## src/rtl/hsbt_pkg.sv

```systemverilog
// Shared widths, register codes, reset values and the sweep token type for the boundary tracker.
`timescale 1ns / 1ps

package hsbt_pkg;

   localparam int TS_W      = 64;
   localparam int REG_W     = 40;
   localparam int SEQ_W     = 32;
   localparam int PART_W    = 16;
   localparam int MASK_W    = 8;
   localparam int CSR_IDX_W = 2;

   localparam logic [CSR_IDX_W-1:0] REG_SEG_CLOSE = 2'd0;
   localparam logic [CSR_IDX_W-1:0] REG_PART_MIN  = 2'd1;
   localparam logic [CSR_IDX_W-1:0] REG_PURGE_AGE = 2'd2;

   localparam logic [REG_W-1:0] SEG_CLOSE_RESET = 40'd1500000000;
   localparam logic [REG_W-1:0] PART_MIN_RESET  = 40'd200000000;
   localparam logic [REG_W-1:0] PURGE_AGE_RESET = 40'd6000000000;

   localparam logic [PART_W-1:0] PART_MAX = 16'hFFFF;

   typedef struct packed {
      logic            go;
      logic [TS_W-1:0] pts;
   } tok_type;

endpackage

```

## src/rtl/hsbt_cell.sv

```systemverilog
// One window slot: holds a segment start time and tests the passing sweep token against purge age.
`timescale 1ns / 1ps

module hsbt_cell
   import hsbt_pkg::*;
(
   input  logic             clock,
   input  logic             reset,
   input  logic             wr_en,
   input  logic [TS_W-1:0]  wr_data,
   input  logic             slot_filled,
   input  logic [REG_W-1:0] purge_age,
   input  tok_type          tok_prev,
   output tok_type          tok_next,
   output logic             hit
);

   logic [TS_W-1:0] start_ff, start_in;
   logic            go_ff, go_in;
   logic [TS_W-1:0] pts_ff, pts_in;
   logic            hit_ff, hit_in;
   logic [TS_W-1:0] age;

   assign age = tok_prev.pts - start_ff;

   always_comb begin
      start_in = wr_en ? wr_data : start_ff;
      go_in    = tok_prev.go;
      pts_in   = tok_prev.pts;
      hit_in   = hit_ff;
      if (tok_prev.go) begin
         hit_in = slot_filled && (age > {{(TS_W-REG_W){1'b0}}, purge_age});
      end
   end

   always_ff @(posedge clock) begin
      if (reset) begin
         go_ff <= 1'b0;
      end else begin
         go_ff <= go_in;
      end
      start_ff <= start_in;
      pts_ff   <= pts_in;
      hit_ff   <= hit_in;
   end

   assign tok_next.go  = go_ff;
   assign tok_next.pts = pts_ff;
   assign hit          = hit_ff;

endmodule

```

## src/rtl/hls_segment_boundary_tracker.sv

```systemverilog
// Top level of the segment and part boundary tracker.
//
// Requests arrive on req_ (timestamp, timestamp valid, keyframe flag); each
// request gives exactly one response on rsp_ with segment and part numbers,
// boundary flags, closed durations and the purge mask of the window.
// Registers are written through csr_ (index, 40-bit data) while idle; the
// user must keep to this, the block does not enforce it. csr_ready is always
// high and unknown indexes are ignored. A request passes the diff, eval,
// sweep and done states; one request is in work at a time, so the next is
// taken only after the done state. Most of the work is the sweep token that
// walks the row of window cells, one cell per cycle, to test purge age.
// A finished response sits in the output register while the next request is
// taken and worked; if the receiver still stalls when that one completes,
// the block holds it until the register frees.
// Reset (synchronous) empties the window, clears sequence and part state,
// sets the last timestamp to all ones and loads register defaults.
`timescale 1ns / 1ps

module hls_segment_boundary_tracker
   import hsbt_pkg::*;
#(
   parameter int WINDOW_SLOTS = 8
) (
   input  logic                 clock,
   input  logic                 reset,
   input  logic                 req_valid,
   output logic                 req_ready,
   input  logic [TS_W-1:0]      req_timestamp_ns,
   input  logic                 req_timestamp_valid,
   input  logic                 req_is_keyframe,
   output logic                 rsp_valid,
   input  logic                 rsp_ready,
   output logic [SEQ_W-1:0]     rsp_segment_number,
   output logic [PART_W-1:0]    rsp_part_number,
   output logic                 rsp_starts_segment,
   output logic                 rsp_starts_part,
   output logic                 rsp_part_independent,
   output logic                 rsp_segment_closed,
   output logic [TS_W-1:0]      rsp_segment_length_ns,
   output logic                 rsp_part_closed,
   output logic [TS_W-1:0]      rsp_part_length_ns,
   output logic [MASK_W-1:0]    rsp_purge_mask,
   input  logic                 csr_valid,
   output logic                 csr_ready,
   input  logic [CSR_IDX_W-1:0] csr_index,
   input  logic [REG_W-1:0]     csr_data
);

   localparam int SLOT_W = (WINDOW_SLOTS > 1) ? $clog2(WINDOW_SLOTS) : 1;
   localparam int FILL_W = $clog2(WINDOW_SLOTS + 1);
   localparam logic [FILL_W-1:0] FILL_FULL = FILL_W'(WINDOW_SLOTS);
   localparam logic [SLOT_W-1:0] SLOT_LAST = SLOT_W'(WINDOW_SLOTS - 1);

   localparam logic [2:0] ST_IDLE  = 3'd0;
   localparam logic [2:0] ST_DIFF  = 3'd1;
   localparam logic [2:0] ST_EVAL  = 3'd2;
   localparam logic [2:0] ST_SWEEP = 3'd3;
   localparam logic [2:0] ST_DONE  = 3'd4;

   logic [2:0]        state_ff, state_in;
   logic [REG_W-1:0]  seg_close_ff, seg_close_in;
   logic [REG_W-1:0]  part_min_ff, part_min_in;
   logic [REG_W-1:0]  purge_age_ff, purge_age_in;
   logic [TS_W-1:0]   last_ts_ff, last_ts_in;
   logic [SEQ_W-1:0]  next_seq_ff, next_seq_in;
   logic [FILL_W-1:0] fill_ff, fill_in;
   logic [SLOT_W-1:0] head_ff, head_in;
   logic [SLOT_W-1:0] newest_ff, newest_in;
   logic [TS_W-1:0]   seg_start_ff, seg_start_in;
   logic [TS_W-1:0]   part_start_ff, part_start_in;
   logic [PART_W-1:0] part_idx_ff, part_idx_in;
   logic              part_open_ff, part_open_in;

   logic [TS_W-1:0]   pts_ff, pts_in;
   logic              key_ff, key_in;
   logic [TS_W-1:0]   seg_diff_ff, seg_diff_in;
   logic [TS_W-1:0]   part_diff_ff, part_diff_in;
   logic              tok_go_ff, tok_go_in;

   logic [SEQ_W-1:0]  st_seg_num_ff, st_seg_num_in;
   logic [PART_W-1:0] st_part_num_ff, st_part_num_in;
   logic              st_new_seg_ff, st_new_seg_in;
   logic              st_new_part_ff, st_new_part_in;
   logic              st_seg_closed_ff, st_seg_closed_in;
   logic              st_prt_closed_ff, st_prt_closed_in;

   logic              rsp_valid_ff, rsp_valid_in;
   logic [SEQ_W-1:0]  rsp_seg_num_ff, rsp_seg_num_in;
   logic [PART_W-1:0] rsp_part_num_ff, rsp_part_num_in;
   logic              rsp_new_seg_ff, rsp_new_seg_in;
   logic              rsp_new_part_ff, rsp_new_part_in;
   logic              rsp_indep_ff, rsp_indep_in;
   logic              rsp_seg_closed_ff, rsp_seg_closed_in;
   logic [TS_W-1:0]   rsp_seg_len_ff, rsp_seg_len_in;
   logic              rsp_prt_closed_ff, rsp_prt_closed_in;
   logic [TS_W-1:0]   rsp_prt_len_ff, rsp_prt_len_in;
   logic [MASK_W-1:0] rsp_mask_ff, rsp_mask_in;

   logic                    win_wr;
   logic [SLOT_W-1:0]       win_slot;
   logic [WINDOW_SLOTS-1:0] cell_wr;
   logic [WINDOW_SLOTS-1:0] cell_filled;
   logic [WINDOW_SLOTS-1:0] cell_hit;
   tok_type                 chain [WINDOW_SLOTS+1];
   logic [MASK_W-1:0]       mask_w;
   logic                    full;
   logic                    seg_due;
   logic                    part_due;
   logic                    new_seg;

   assign full     = (fill_ff == FILL_FULL);
   assign seg_due  = key_ff && (seg_diff_ff > {{(TS_W-REG_W){1'b0}}, seg_close_ff});
   assign part_due = !(part_diff_ff < {{(TS_W-REG_W){1'b0}}, part_min_ff});
   assign new_seg  = (fill_ff == '0) || seg_due;
   assign win_slot = full ? head_ff : fill_ff[SLOT_W-1:0];
   assign win_wr   = (state_ff == ST_EVAL) && new_seg;

   assign chain[0].go  = tok_go_ff;
   assign chain[0].pts = pts_ff;

   genvar gi;
   generate
      for (gi = 0; gi < WINDOW_SLOTS; gi++) begin : g_cell
         assign cell_wr[gi]     = win_wr && (win_slot == SLOT_W'(gi));
         assign cell_filled[gi] = (fill_ff > FILL_W'(gi));
         hsbt_cell u_cell (
            .clock       (clock),
            .reset       (reset),
            .wr_en       (cell_wr[gi]),
            .wr_data     (pts_ff),
            .slot_filled (cell_filled[gi]),
            .purge_age   (purge_age_ff),
            .tok_prev    (chain[gi]),
            .tok_next    (chain[gi+1]),
            .hit         (cell_hit[gi])
         );
      end
      for (gi = 0; gi < MASK_W; gi++) begin : g_mask
         if (gi < WINDOW_SLOTS) begin : g_used
            assign mask_w[gi] = cell_hit[gi];
         end else begin : g_unused
            assign mask_w[gi] = 1'b0;
         end
      end
   endgenerate

   always_comb begin
      state_in          = state_ff;
      seg_close_in      = seg_close_ff;
      part_min_in       = part_min_ff;
      purge_age_in      = purge_age_ff;
      last_ts_in        = last_ts_ff;
      next_seq_in       = next_seq_ff;
      fill_in           = fill_ff;
      head_in           = head_ff;
      newest_in         = newest_ff;
      seg_start_in      = seg_start_ff;
      part_start_in     = part_start_ff;
      part_idx_in       = part_idx_ff;
      part_open_in      = part_open_ff;
      pts_in            = pts_ff;
      key_in            = key_ff;
      seg_diff_in       = seg_diff_ff;
      part_diff_in      = part_diff_ff;
      tok_go_in         = 1'b0;
      st_seg_num_in     = st_seg_num_ff;
      st_part_num_in    = st_part_num_ff;
      st_new_seg_in     = st_new_seg_ff;
      st_new_part_in    = st_new_part_ff;
      st_seg_closed_in  = st_seg_closed_ff;
      st_prt_closed_in  = st_prt_closed_ff;
      rsp_valid_in      = rsp_valid_ff && !rsp_ready;
      rsp_seg_num_in    = rsp_seg_num_ff;
      rsp_part_num_in   = rsp_part_num_ff;
      rsp_new_seg_in    = rsp_new_seg_ff;
      rsp_new_part_in   = rsp_new_part_ff;
      rsp_indep_in      = rsp_indep_ff;
      rsp_seg_closed_in = rsp_seg_closed_ff;
      rsp_seg_len_in    = rsp_seg_len_ff;
      rsp_prt_closed_in = rsp_prt_closed_ff;
      rsp_prt_len_in    = rsp_prt_len_ff;
      rsp_mask_in       = rsp_mask_ff;

      if (csr_valid) begin
         case (csr_index)
            REG_SEG_CLOSE: seg_close_in = csr_data;
            REG_PART_MIN:  part_min_in  = csr_data;
            REG_PURGE_AGE: purge_age_in = csr_data;
            default: ;
         endcase
      end

      case (state_ff)
         ST_IDLE: begin
            if (req_valid) begin
               key_in = req_is_keyframe;
               if (req_timestamp_valid) begin
                  pts_in     = req_timestamp_ns;
                  last_ts_in = req_timestamp_ns;
               end else begin
                  pts_in = last_ts_ff;
               end
               state_in = ST_DIFF;
            end
         end
         ST_DIFF: begin
            seg_diff_in  = pts_ff - seg_start_ff;
            part_diff_in = pts_ff - part_start_ff;
            state_in     = ST_EVAL;
         end
         ST_EVAL: begin
            st_new_seg_in    = new_seg;
            st_seg_closed_in = (fill_ff != '0) && seg_due;
            st_prt_closed_in = 1'b0;
            st_new_part_in   = 1'b1;
            if (new_seg) begin
               st_prt_closed_in = (fill_ff != '0) && part_open_ff;
               if (full) begin
                  head_in = (head_ff == SLOT_LAST) ? '0 : head_ff + 1'b1;
               end else begin
                  fill_in = fill_ff + 1'b1;
               end
               newest_in     = win_slot;
               seg_start_in  = pts_ff;
               st_seg_num_in = next_seq_ff;
               next_seq_in   = next_seq_ff + 1'b1;
               part_idx_in   = '0;
               part_start_in = pts_ff;
               part_open_in  = 1'b1;
            end else begin
               st_seg_num_in = next_seq_ff - 1'b1;
               if (!part_open_ff) begin
                  part_start_in = pts_ff;
                  part_open_in  = 1'b1;
                  if (part_idx_ff != PART_MAX) begin
                     part_idx_in = part_idx_ff + 1'b1;
                  end
               end else if (part_due) begin
                  st_prt_closed_in = 1'b1;
                  part_start_in    = pts_ff;
                  if (part_idx_ff != PART_MAX) begin
                     part_idx_in = part_idx_ff + 1'b1;
                  end
               end else begin
                  st_new_part_in = 1'b0;
               end
            end
            st_part_num_in = part_idx_in;
            tok_go_in      = 1'b1;
            state_in       = ST_SWEEP;
         end
         ST_SWEEP: begin
            if (chain[WINDOW_SLOTS].go) begin
               state_in = ST_DONE;
            end
         end
         ST_DONE: begin
            if (!rsp_valid_ff || rsp_ready) begin
               if (mask_w[newest_ff]) begin
                  part_open_in = 1'b0;
               end
               rsp_valid_in      = 1'b1;
               rsp_seg_num_in    = st_seg_num_ff;
               rsp_part_num_in   = st_part_num_ff;
               rsp_new_seg_in    = st_new_seg_ff;
               rsp_new_part_in   = st_new_part_ff;
               rsp_indep_in      = st_new_part_ff && key_ff;
               rsp_seg_closed_in = st_seg_closed_ff;
               rsp_seg_len_in    = st_seg_closed_ff ? seg_diff_ff : '0;
               rsp_prt_closed_in = st_prt_closed_ff;
               rsp_prt_len_in    = st_prt_closed_ff ? part_diff_ff : '0;
               rsp_mask_in       = mask_w;
               state_in          = ST_IDLE;
            end
         end
         default: begin
            state_in = ST_IDLE;
         end
      endcase
   end

   always_ff @(posedge clock) begin
      if (reset) begin
         state_ff     <= ST_IDLE;
         seg_close_ff <= SEG_CLOSE_RESET;
         part_min_ff  <= PART_MIN_RESET;
         purge_age_ff <= PURGE_AGE_RESET;
         last_ts_ff   <= '1;
         next_seq_ff  <= '0;
         fill_ff      <= '0;
         head_ff      <= '0;
         newest_ff    <= '0;
         seg_start_ff <= '0;
         part_start_ff <= '0;
         part_idx_ff  <= '0;
         part_open_ff <= 1'b0;
         tok_go_ff    <= 1'b0;
         rsp_valid_ff <= 1'b0;
      end else begin
         state_ff     <= state_in;
         seg_close_ff <= seg_close_in;
         part_min_ff  <= part_min_in;
         purge_age_ff <= purge_age_in;
         last_ts_ff   <= last_ts_in;
         next_seq_ff  <= next_seq_in;
         fill_ff      <= fill_in;
         head_ff      <= head_in;
         newest_ff    <= newest_in;
         seg_start_ff <= seg_start_in;
         part_start_ff <= part_start_in;
         part_idx_ff  <= part_idx_in;
         part_open_ff <= part_open_in;
         tok_go_ff    <= tok_go_in;
         rsp_valid_ff <= rsp_valid_in;
      end
      pts_ff            <= pts_in;
      key_ff            <= key_in;
      seg_diff_ff       <= seg_diff_in;
      part_diff_ff      <= part_diff_in;
      st_seg_num_ff     <= st_seg_num_in;
      st_part_num_ff    <= st_part_num_in;
      st_new_seg_ff     <= st_new_seg_in;
      st_new_part_ff    <= st_new_part_in;
      st_seg_closed_ff  <= st_seg_closed_in;
      st_prt_closed_ff  <= st_prt_closed_in;
      rsp_seg_num_ff    <= rsp_seg_num_in;
      rsp_part_num_ff   <= rsp_part_num_in;
      rsp_new_seg_ff    <= rsp_new_seg_in;
      rsp_new_part_ff   <= rsp_new_part_in;
      rsp_indep_ff      <= rsp_indep_in;
      rsp_seg_closed_ff <= rsp_seg_closed_in;
      rsp_seg_len_ff    <= rsp_seg_len_in;
      rsp_prt_closed_ff <= rsp_prt_closed_in;
      rsp_prt_len_ff    <= rsp_prt_len_in;
      rsp_mask_ff       <= rsp_mask_in;
   end

   assign req_ready             = (state_ff == ST_IDLE);
   assign csr_ready             = 1'b1;
   assign rsp_valid             = rsp_valid_ff;
   assign rsp_segment_number    = rsp_seg_num_ff;
   assign rsp_part_number       = rsp_part_num_ff;
   assign rsp_starts_segment    = rsp_new_seg_ff;
   assign rsp_starts_part       = rsp_new_part_ff;
   assign rsp_part_independent  = rsp_indep_ff;
   assign rsp_segment_closed    = rsp_seg_closed_ff;
   assign rsp_segment_length_ns = rsp_seg_len_ff;
   assign rsp_part_closed       = rsp_prt_closed_ff;
   assign rsp_part_length_ns    = rsp_prt_len_ff;
   assign rsp_purge_mask        = rsp_mask_ff;

endmodule
```

## config.mk

```make
export PLATFORM = sky130hd
export DESIGN_NAME = hls_segment_boundary_tracker
export DESIGN_NICKNAME = d
export VERILOG_FILES = /design/src/rtl/hsbt_pkg.sv /design/src/rtl/hsbt_cell.sv /design/src/rtl/hls_segment_boundary_tracker.sv
export SDC_FILE = /design/constraint.sdc
export NUM_CORES = 2
export LEC_CHECK = 0
export BUFFER_PORTS_ARGS = -buffer_cell sky130_fd_sc_hd__clkbuf_2
export CAP_MARGIN = 10
export CORE_MARGIN = 8
export CORE_UTILIZATION = 45
export DETAILED_ROUTE_END_ITERATION = 8
export HOLD_SLACK_MARGIN = 0.1
export PLACE_DENSITY = 0.68
export SLEW_MARGIN = 40
export SYNTH_ARGS = -nofsm -noshare
export SYNTH_HDL_FRONTEND = slang
export SYNTH_SLANG_ARGS = --single-unit
```

## constraint.sdc

```tcl
create_clock -name clock -period 26.5 [get_ports clock]
set_clock_uncertainty 0.2 [all_clocks]
set_input_delay 1.325 -clock clock [delete_from_list [all_inputs] [get_ports clock]]
set_output_delay 1.325 -clock clock [all_outputs]
set_load 0.05 [all_outputs]
```

==> impl_metrics.toml <==
[place]
gp_congestion = 0.9514
port-buffer-count = 303
dp_hpwl_um = 249200

[cts]
clkTransAtPathRegs_ns = 0.06
clock-sinks = 1786
hold_buffers = 0
post_cts_buffers = 0
numCtsBuffers = 192
clk_latency_ns = 0.89
clock_path_buffers = 3
cts-resized-gates = 0
htreeDepth = 4
cts_tree = "done"
root_buffer = "clkbuf_16"

[worst_setup_path]
crit_start = "pts_ff[1]"
worst_setup_path_start_kind = "flop"
critPathMaxFanout = 16
timing.rr.start = "pts_ff[1]"
cp.required_ns = 26.89
endpoint_kind = "flop"
r2r_cells = 24
slowest_stage = "edfxtp_1"
r2r_end = "g_cell[0].u_cell.hit"
arrival_ns = 8.19
cp_cell_sequence = "ha_1, nor2b_1, o31a_1, or4_1, a31oi_1, o21ai_1, and3_1, a221oi_2, o21bai_1, a21oi_1, xnor2_1, ha_1, nand4_1, or4_1, or4_1, nor2_1, nor2_1, a2111oi_0, nand3_1, nor3_1, nand4_1, a2111oi_0, nand4_1, o21a_1"
critical_path_class = "reg -> reg"
ff2ff_setup_slack_ns = 18.70
max_stage_delay_ns = 0.82

[detailed_routing]
postRouteAntennaNets = 0
num_vias = 81940
initialDrtViolationCount = 6867
drc = 0
vias_per_cell = 5.803
wl_per_cell_um = 22.76
firstDrtPassIters = 6
wirelength_um = 321400

[global_routing]
grt_max_degree = 130
grt_usage = 0.2518
grt_pass1_wl_um = 479500
grt_overflow = 0
antenna_found_initial = 16
grt_pass1_vias = 80660

[synth]
synthMuxAreaShare = 0.02421
synth-xor-area-share = 0.04797
synth_top_cell_by_area = "edfxtp_1"
ys_seq_area_frac = 0.4407
synth_top_family_by_area = "compound AO/OA/AOI/OAI gates"
yosys.area_share.simple = 0.1399
async_flop_share = 0
synth-edff-count = 954
syn_avg_cell_area_um2 = 9.610
synthCells = 10700
synthesis.nets = 11860
yosys.area.top_type_share = 0.2787
synthAdderAreaFrac = 0.1283
ys_ff_latch = 1786
synth_warnings = 0
synth_compound_gate_area_share = 0.1710
synth_cell_types = 98
ys.flop_type = "edfxtp_1"
synth_area_um2 = 102800
synth_area_leaders = "edfxtp_1 28%, dfxtp_1 16%, ha_1 13%, a21oi_1 5.2%, nand2_1 3.5%"

[floorplan]
initial_utilization = 0.4523
dieArea_um2 = 244000
die_h_um = 494.0
die_w_um = 494.0
core_um2 = 227300
rows = 175
io_pins = 305

[power]
power.density_nw_per_um2 = 64.72
fin_total_pwr_uw = 7419
irDropWorstVdd_uv = 71.86
leakage_uw = 0.04724

[min_path]
whs_endpoint = "g_cell[4].u_cell.pts_ff[31]"
min_from = "g_cell[3].u_cell.pts_ff[31]"
hold_depth = 0
hp-class = "reg -> reg"

[outcome]
outcome = "finished clean"

[job]
cap_violations = 0

[sta]
grt_setup_unrepaired = "false"
period_minus_slack_ns = 7.800
tightestPinTransition_ns = 0.9080
finalHoldViolations = 0
drv_slew = 0
timing.fmax_mhz = 128.2
period_share = 0.2943
slew_headroom = 0.3906
setup_viol = 0
finalSetupTns_ns = 0

[layout]
final_common_cell = "a21oi_1"
fillers = 20670
most-common-layout-cells = "1071 x a21oi_1, 1038 x ha_1, 954 x edfxtp_1"
drive_above_1_share = 0.08082
areaGrowthSynthToFinish_pct = 11.50
nets = 12090
synth_stat cells (15+ instances only):
cell type  count
o21a_1        90
a21oi_1     1072
o21ai_1       29
and2_1       173
o2111ai_1     19
clkbuf_1     343
a21boi_0      20
xor2_1       219
nor4_1        68
o31a_1        25
a31oi_1       92
a2111oi_0     29
or3_1         47
xnor2_1      344
a211oi_1      82
dfxtp_1      832
o221ai_1      15
nand3b_1      28
or2_2         28
nand2_1      950
o21ai_0      457
a21o_1       407
o21bai_1     123
a211o_1       39
or4_1         22
nand4_1      258
o22ai_1       16
nand2b_1     145
ha_1        1038
mux2i_1      162
a311oi_1      17
o31ai_1       33
a221oi_1      36
edfxtp_1     954
a221o_1       20
o211ai_1      45
and4_1        33
and3_1        84
nand3_1      199
nor2b_1      121
inv_1        944
nor2_1       602
nor3_1       154
mux2_2        73
cell type report:
cell class / count / area, µm² / area share
Multi-Input combinational cell: 7604 / 52750 / 0.4602
Sequential cell: 1786 / 45300 / 0.3952
Clock buffer: 224 / 5075 / 0.04427
Tap cell: 3009 / 3765 / 0.03284
Inverter: 945 / 3547 / 0.03095
Timing Repair Buffer: 400 / 2360 / 0.02059
Clock inverter: 140 / 1798 / 0.01569
Antenna cell: 12 / 30.03 / 0.0002620
flip-flops by register name (all words and copies together) (netlist names), 40 cells and up:
signal and cells:
g_cell.u_cell.start_ff 512, g_cell.u_cell.pts_ff 448, last_ts_ff 64, part_diff_ff 64
part_start_ff 64, pts_ff 64, rsp_part_length_ns 64, rsp_segment_length_ns 64
seg_diff_ff 64, seg_start_ff 64, part_min_ff 40, purge_age_ff 40
seg_close_ff 40
layer usage:
metal | GRT usage | vias up | wire, µm
met5 | 0 | - | 69
met4 | 0.09731 | 10 | 13990
met3 | 0.03779 | 599 | 19940
met2 | 0.4112 | 2942 | 145500
met1 | 0.3374 | 39370 | 141900
li1 | - | 39030 | -
how the worst max path moves through the flow:
stage / to / slack, ns / cells after the start
floorplan: part_diff_ff[0] / 15.71 / 2
global placement: g_cell[0].u_cell.hit / 18.68 / 24
detailed placement: g_cell[0].u_cell.hit / 18.82 / 24
CTS: g_cell[0].u_cell.hit / 18.75 / 24
global route: g_cell[0].u_cell.hit / 18.09 / 24
finish: g_cell[0].u_cell.hit / 18.70 / 24
critical path: cells and delay by family, from the launching register on:
kind	cells	cell delay (ns)
AND/OR/NAND/NOR	12	3.03
AO/OA/AOI/OAI	9	2.73
flip-flops	1	0.82
adder cells (fa/ha/maj)	2	0.64
XOR/XNOR	1	0.10
per-stage QoR:
stage,utilization,cells,instance area (µm²),worst slack (ns),hold WS (ns)
after detailed placement,0.4736,13740,107600,18.82,0.1411
after global placement,0.4731,13740,107500,18.68,0.1389
after global routing,0.5042,14110,114600,18.09,0.1364
after CTS,0.5038,14110,114500,18.75,0.1317
final,0.5043,14120,114600,18.70,0.1330
after floorplan,-,10700,102800,15.71,0.1308
where the power goes:
group,switching (µW),internal (µW)
sequential,94.5,3060
clock,1230,1660
combinational,851,520
total,2170,5250
logic make-up after synthesis:
logic type | after synthesis
muxes | 237
and+or+nand+nor | 2954
DFF | 1786
adders and majority gates | 1048
AOI/OAI and AO/OA | 2801
buffers and inverters | 1307
xor gates and xnor gates | 563
other | 1
No activity file was read; power rests on OpenSTA's default activity.
